## config.mk

```make
export PLATFORM = sky130hd
export DESIGN_NAME = knc_dist
export DESIGN_NICKNAME = d
export VERILOG_FILES = /design/src/rtl/knc_pkg.sv /design/src/rtl/knc_dist.sv
export SDC_FILE = /design/constraint.sdc
export NUM_CORES = 2
export LEC_CHECK = 0
export BUFFER_PORTS_ARGS = -buffer_cell sky130_fd_sc_hd__clkbuf_2
export CORE_MARGIN = 2
export CORE_UTILIZATION = 40
export DETAILED_ROUTE_END_ITERATION = 7
export HOLD_SLACK_MARGIN = 0.08
export PLACE_DENSITY = 0.64
export REMOVE_ABC_BUFFERS = 1
export SLEW_MARGIN = 20
export SYNTH_ARGS = -nofsm -noshare
export SYNTH_HDL_FRONTEND = slang
export SYNTH_SLANG_ARGS = --single-unit
```

## constraint.sdc

```tcl
create_clock -name clk -period 8 [get_ports clk]
set_clock_uncertainty 0.2 [all_clocks]
set_input_delay 0.4 -clock clk [delete_from_list [all_inputs] [get_ports clk]]
set_output_delay 0.4 -clock clk [all_outputs]
set_load 0.05 [all_outputs]
```

## src/rtl/knc_pkg.sv

```systemverilog
// Shared constants and types for the k-center novelty cache.
`timescale 1ns / 1ps
`default_nettype none
package knc_pkg;

    localparam int CAPACITY_DEF   = 1024;
    localparam int COORD_BITS_DEF = 16;
    localparam int MAX_DIM        = 3;

    localparam int STAMP_W    = 48;
    localparam int OCC_W      = 11;
    localparam int DIM_W      = 2;
    localparam int CAP_W      = 11;
    localparam int EPS_W      = 16;
    localparam int EPS2_W     = 2 * EPS_W;
    localparam int CFG_IDX_W  = 2;
    localparam int CFG_DATA_W = 16;

    localparam logic [CFG_IDX_W-1:0] CFG_DIMENSION = 2'd0;
    localparam logic [CFG_IDX_W-1:0] CFG_CAPACITY  = 2'd1;
    localparam logic [CFG_IDX_W-1:0] CFG_EPSILON   = 2'd2;

    localparam logic [DIM_W-1:0] DIM_RESET = 2'd2;
    localparam logic [CAP_W-1:0] CAP_RESET = 11'd1024;
    localparam logic [EPS_W-1:0] EPS_RESET = 16'd819;

    typedef enum logic [1:0] {
        ST_IDLE,
        ST_SCAN,
        ST_DRAIN,
        ST_DECIDE
    } knc_state_t;

    // which coordinates take part in the distance
    typedef struct packed {
        logic use_y;
        logic use_z;
    } knc_lanes_t;

endpackage
`default_nettype wire

```

## src/rtl/knc_dist.sv

```systemverilog
// Shared squared-distance unit: per-axis squares, then sum, one center per cycle.
`timescale 1ns / 1ps
`default_nettype none
module knc_dist #(
    parameter int COORD_BITS = knc_pkg::COORD_BITS_DEF,
    parameter int AW         = 10,
    parameter int DW         = 2 * (COORD_BITS + 1) + 2
) (
    input  wire logic                         clk,
    input  wire logic                         rst_n,
    input  wire knc_pkg::knc_lanes_t          lanes,
    input  wire logic [3*COORD_BITS-1:0]      point,
    input  wire logic [knc_pkg::STAMP_W-1:0]  stamp_now,
    input  wire logic                         in_valid,
    input  wire logic [AW-1:0]                in_idx,
    input  wire logic [3*COORD_BITS-1:0]      in_coords,
    input  wire logic [knc_pkg::STAMP_W-1:0]  in_stamp,
    output logic                              busy,
    output logic                              dist_valid,
    output logic [DW-1:0]                     dist_sum,
    output logic [knc_pkg::STAMP_W-1:0]       age,
    output logic [AW-1:0]                     idx
);

    localparam int SQW = 2 * (COORD_BITS + 1);

    logic signed [COORD_BITS:0]  diff [3];
    logic signed [SQW-1:0]       sq   [3];
    logic [SQW-1:0]              sq_reg [3];
    logic [knc_pkg::STAMP_W-1:0] age_reg;
    logic [AW-1:0]               idx_reg;
    logic                        sq_valid_reg;
    logic [2:0]                  lane_on;

    assign lane_on = {lanes.use_z, lanes.use_y, 1'b1};

    always_comb
    begin
        for (int a = 0; a < 3; a++)
        begin
            diff[a] = $signed({point[a*COORD_BITS + COORD_BITS-1],
                               point[a*COORD_BITS +: COORD_BITS]})
                    - $signed({in_coords[a*COORD_BITS + COORD_BITS-1],
                               in_coords[a*COORD_BITS +: COORD_BITS]});
            if (lane_on[a])
                sq[a] = diff[a] * diff[a];
            else
                sq[a] = '0;
        end
    end

    always_ff @(posedge clk)
    begin
        if (in_valid)
        begin
            for (int a = 0; a < 3; a++)
                sq_reg[a] <= $unsigned(sq[a]);
            // modular age: smaller means more recently inserted
            age_reg <= stamp_now - in_stamp;
            idx_reg <= in_idx;
        end
        if (sq_valid_reg)
        begin
            dist_sum <= {2'b00, sq_reg[0]} + {2'b00, sq_reg[1]} + {2'b00, sq_reg[2]};
            age      <= age_reg;
            idx      <= idx_reg;
        end
    end

    always_ff @(posedge clk or negedge rst_n)
    begin
        if (!rst_n)
        begin
            sq_valid_reg <= 1'b0;
            dist_valid   <= 1'b0;
        end
        else
        begin
            sq_valid_reg <= in_valid;
            dist_valid   <= sq_valid_reg;
        end
    end

    assign busy = in_valid | sq_valid_reg | dist_valid;

endmodule
`default_nettype wire

```

==> results by group <==
Routing
  – Total detailed-routing wirelength: roughly 110000 microns
  – Final ANT Viol Nets: 0
  – Post-detailed-route via-to-cell ratio: ~4.8
  – Initial DRC count: about 1700
  – Vias: ~33000
  – Pre-antenna DRT Iters: 5
  – DRC errors left: 0
  – DR WL/cell: 15.48 microns

STA
  – Final setup violation count: 0
  – Minimum clock period: roughly 8000 ps
  – RSZ-0062 raised after global routing: true
  – Fmax: 127.4 MHz
  – Final hold vios: 0
  – Setup_tns: 0 ps
  – Tcrit/Tclk final: 0.9809
  – Relative slew margins: 0.3405
  – Slew Limit Fails: 0
  – Slew @ Worst Pin: 989.3 ps

Clocking
  – Clock sink total: 253
  – Reg clk slew, reported paths: around 70 ps
  – Root buf cell: clkbuf_16
  – CTS tree: done
  – H-tree depth: 1
  – CTS Buffer Depth: 3
  – Clock insertion delay at the later pin of the skew report: 590 ps
  – CTS Buf Count: 29

Yosys
  – Synth warnings: 0
  – Mapped Cells: between 4000 and 5000
  – Sequential element share of the synthesized area: 0.1740
  – Post-synth EDFFs: between 200 and 300
  – Mean post-synth cell area: between 9 and 10 sq um
  – Synth Cell Area: approximately 44000 sq um
  – Synth Flop Type: edfxtp_1
  – Count of cell types in the netlist: 75
  – Post-synthesis register bit count: 253
  – Post-synth ARST share: 0.007905

Setup path
  – CP Capture Type: flip-flop
  – Worst Path Arrival: approximately 8000 ps
  – Startpoint Class: primary input
  – Req. time, crit path: a little over 8000 ps
  – Most used cell, CP: fa_1
  – WS Path Type: primary input to flip-flop
  – CP max stage cell: fa_1
  – Critical path peak fanout: 9
  – CP peak stage delay: between 500 and 600 ps

Die
  – Starting density of the core: 0.4017
  – Width of the chip: 334.2 microns
  – Die ar.: about 110000 sq um
  – Die Span Y: between 300 and 400 microns
  – Ports: between 300 and 400
  – Row count: around 120
  – Placeable core area: 108600 sq um

Run
  – Max Cap Violations: 0

Placed design
  – Placed insts: 6735
  – Port bufs: a little over 300
  – Detail Placement HPWL: 92120 microns
  – Placement Cell Area: just over 50000 sq um
  – GP Congestion: 0.8969

Layout
  – NumNets Final: 6834
  – Ant diodes: 0
  – P&R area growth vs syn: 23.89%
  – Commonest non-fill, non-tap cell in the layout: inv_1
  – Final non-filler cell total: just under 7000
  – Max reg flops: 99
  – Layout cells sized above 1: 0.2304
  – Cell area after layout: roughly 54000 sq um
  – Commonest cells after routing, fill and taps aside: inv_1, fa_1, buf_4

Global routing
  – First-pass GRT wire length: ~180000 microns
  – Gr ovfl total: 0
  – All-Layer GR Usage: 0.1946
  – Initial antenna violation count: 1
  – Pin count of the biggest net entering global routing: 95
  – Number of global-route vias before repair: roughly 35000

Hold path
  – HP Class: primary input to flip-flop

Outcome
  – Status: complete, no violations
## synth_stat cells (4+ instances only)
master     count  area [sq um]
o31ai_1       13         97.59
and4_1         7         61.31
o211ai_1      12         90.09
a21o_1        79         593.1
a31oi_1       22         137.6
o21bai_1      19         142.6
o21ai_0       83         415.4
and2_1        18         112.6
a211oi_1      15         112.6
nor3b_1        5         37.54
nand3_1       34         170.2
a221oi_1       5         43.79
a21oi_1      151         755.7
edfxtp_1     251          7537
nand2_1      344          1291
a311oi_1       5         43.79
clkbuf_1      88         330.3
o31a_1         7         61.31
inv_2          7         26.28
or2_2         11         68.82
nor2b_1       30         187.7
inv_1       1119          4200
a21boi_1       7         52.55
a21boi_0       5         37.54
clkinv_1      11         41.29
nor4_1         6         37.54
fa_1         849         17000
and3_1        28         175.2
xnor2_1      151          1323
nand4_1       11         68.82
a211o_1        7         61.31
a31o_2         4         35.03
o21ai_1       11         55.05
nand2b_1      42         262.8
o21a_1        29         217.7
ha_1         375          4692
a41oi_1        6         52.55
a221o_1        6         60.06
a2111oi_0      6         52.55
or3_1         16         100.1
xor2_1        68         595.6
nor3_1        39         195.2
nor2_1       387          1453
a41o_1         4         40.04
## final timing paths
kind | slack [ps] | depth (start not counted) | to | start
max | 150 | 35 | sq_reg[0][33]$_DFFE_PP_ | point[0]
min | 120 | 1 | sq_valid_reg$_DFF_PN0_ | in_valid
max reg2reg | 3630 | 12 | dist_sum[27]$_DFFE_PP_ | sq_reg[0][44]$_SDFFCE_PN0P_
min reg2reg | 220 | 0 | age[9]$_DFFE_PP_ | age_reg[9]$_DFFE_PP_
max in group asynchronous | 6930 | 3 | sq_valid_reg$_DFF_PN0_ | rst_n
min in group asynchronous | 500 | 3 | sq_valid_reg$_DFF_PN0_ | rst_n
## kinds of logic (layout without fill, tap and decap cells)
kind of cell	Yosys count	count (layout)	synth area share
fa+ha+maj	1224	1224	0.4974
other cells	1	3	0.00008601
mux	6	6	0.001464
xor+xnor	219	219	0.04399
flops	253	253	0.1740
compound gates	523	523	0.07855
buf+inv	1227	2210	0.1056
simple gates	988	988	0.09881
## cell type report
type	instances	area, sq um
Sequential cell	253	7591
Fill cell	9864	54530
Timing Repair Buffer	1019	7106
Clock buffer	37	765.7
Tap cell	1414	1769
Clock inverter	17	177.7
Multi-Input combinational cell	2963	32320
Inverter	1137	4289
## routing by layer
| layer | routed length [microns] | GRT usage | part of all wire |
|---|---|---|---|
| met4 | 2523 | 0.04207 | 0.024 |
| met1 | 44470 | 0.2537 | 0.42 |
| met2 | 53270 | 0.3461 | 0.50 |
| met5 | 11 | 0 | 0.00010 |
| met3 | 5587 | 0.02389 | 0.053 |
## repair_timing
action / CTS / global route
pin swaps: 21 / 122
hold endpoints to repair: 22 / 0
cloned: 0 / 0
endpoints found under the setup margin: 28 / 40
hold buffers: 18 / 0
resized for setup: 50 / 195
setup buffers: 10 / 26
## critical path, delay by kind of cell
| kind | cells | cell delay [ps] |
|---|---|---|
| AND/OR/NAND/NOR | 3 | 550 |
| buffers and inverters | 6 | 450 |
| multiplexers | 1 | 300 |
| adder cells (fa/ha/maj) | 9 | 3700 |
| AO/OA/AOI/OAI | 15 | 2500 |
| XOR/XNOR | 1 | 70 |
## metrics by stage
| stage | hold WS (ps) | utilization | setup WS, ps |
|---|---|---|---|
| 2_1_floorplan | -95.59 | - | -1693 |
| 3_5_place_dp | 5.520 | 0.4755 | -1244 |
| 4_1_cts | 82.80 | 0.4882 | -51.20 |
| 6_report | 123.5 | 0.4976 | 152.8 |
| 3_3_place_gp | 6.819 | 0.4755 | -1144 |
| 5_1_grt | 116.2 | 0.4976 | -196.0 |
Power is left out: the tool's default activity adds up to more than one toggle a clock period on the data nets, which glitch-free logic cannot reach.
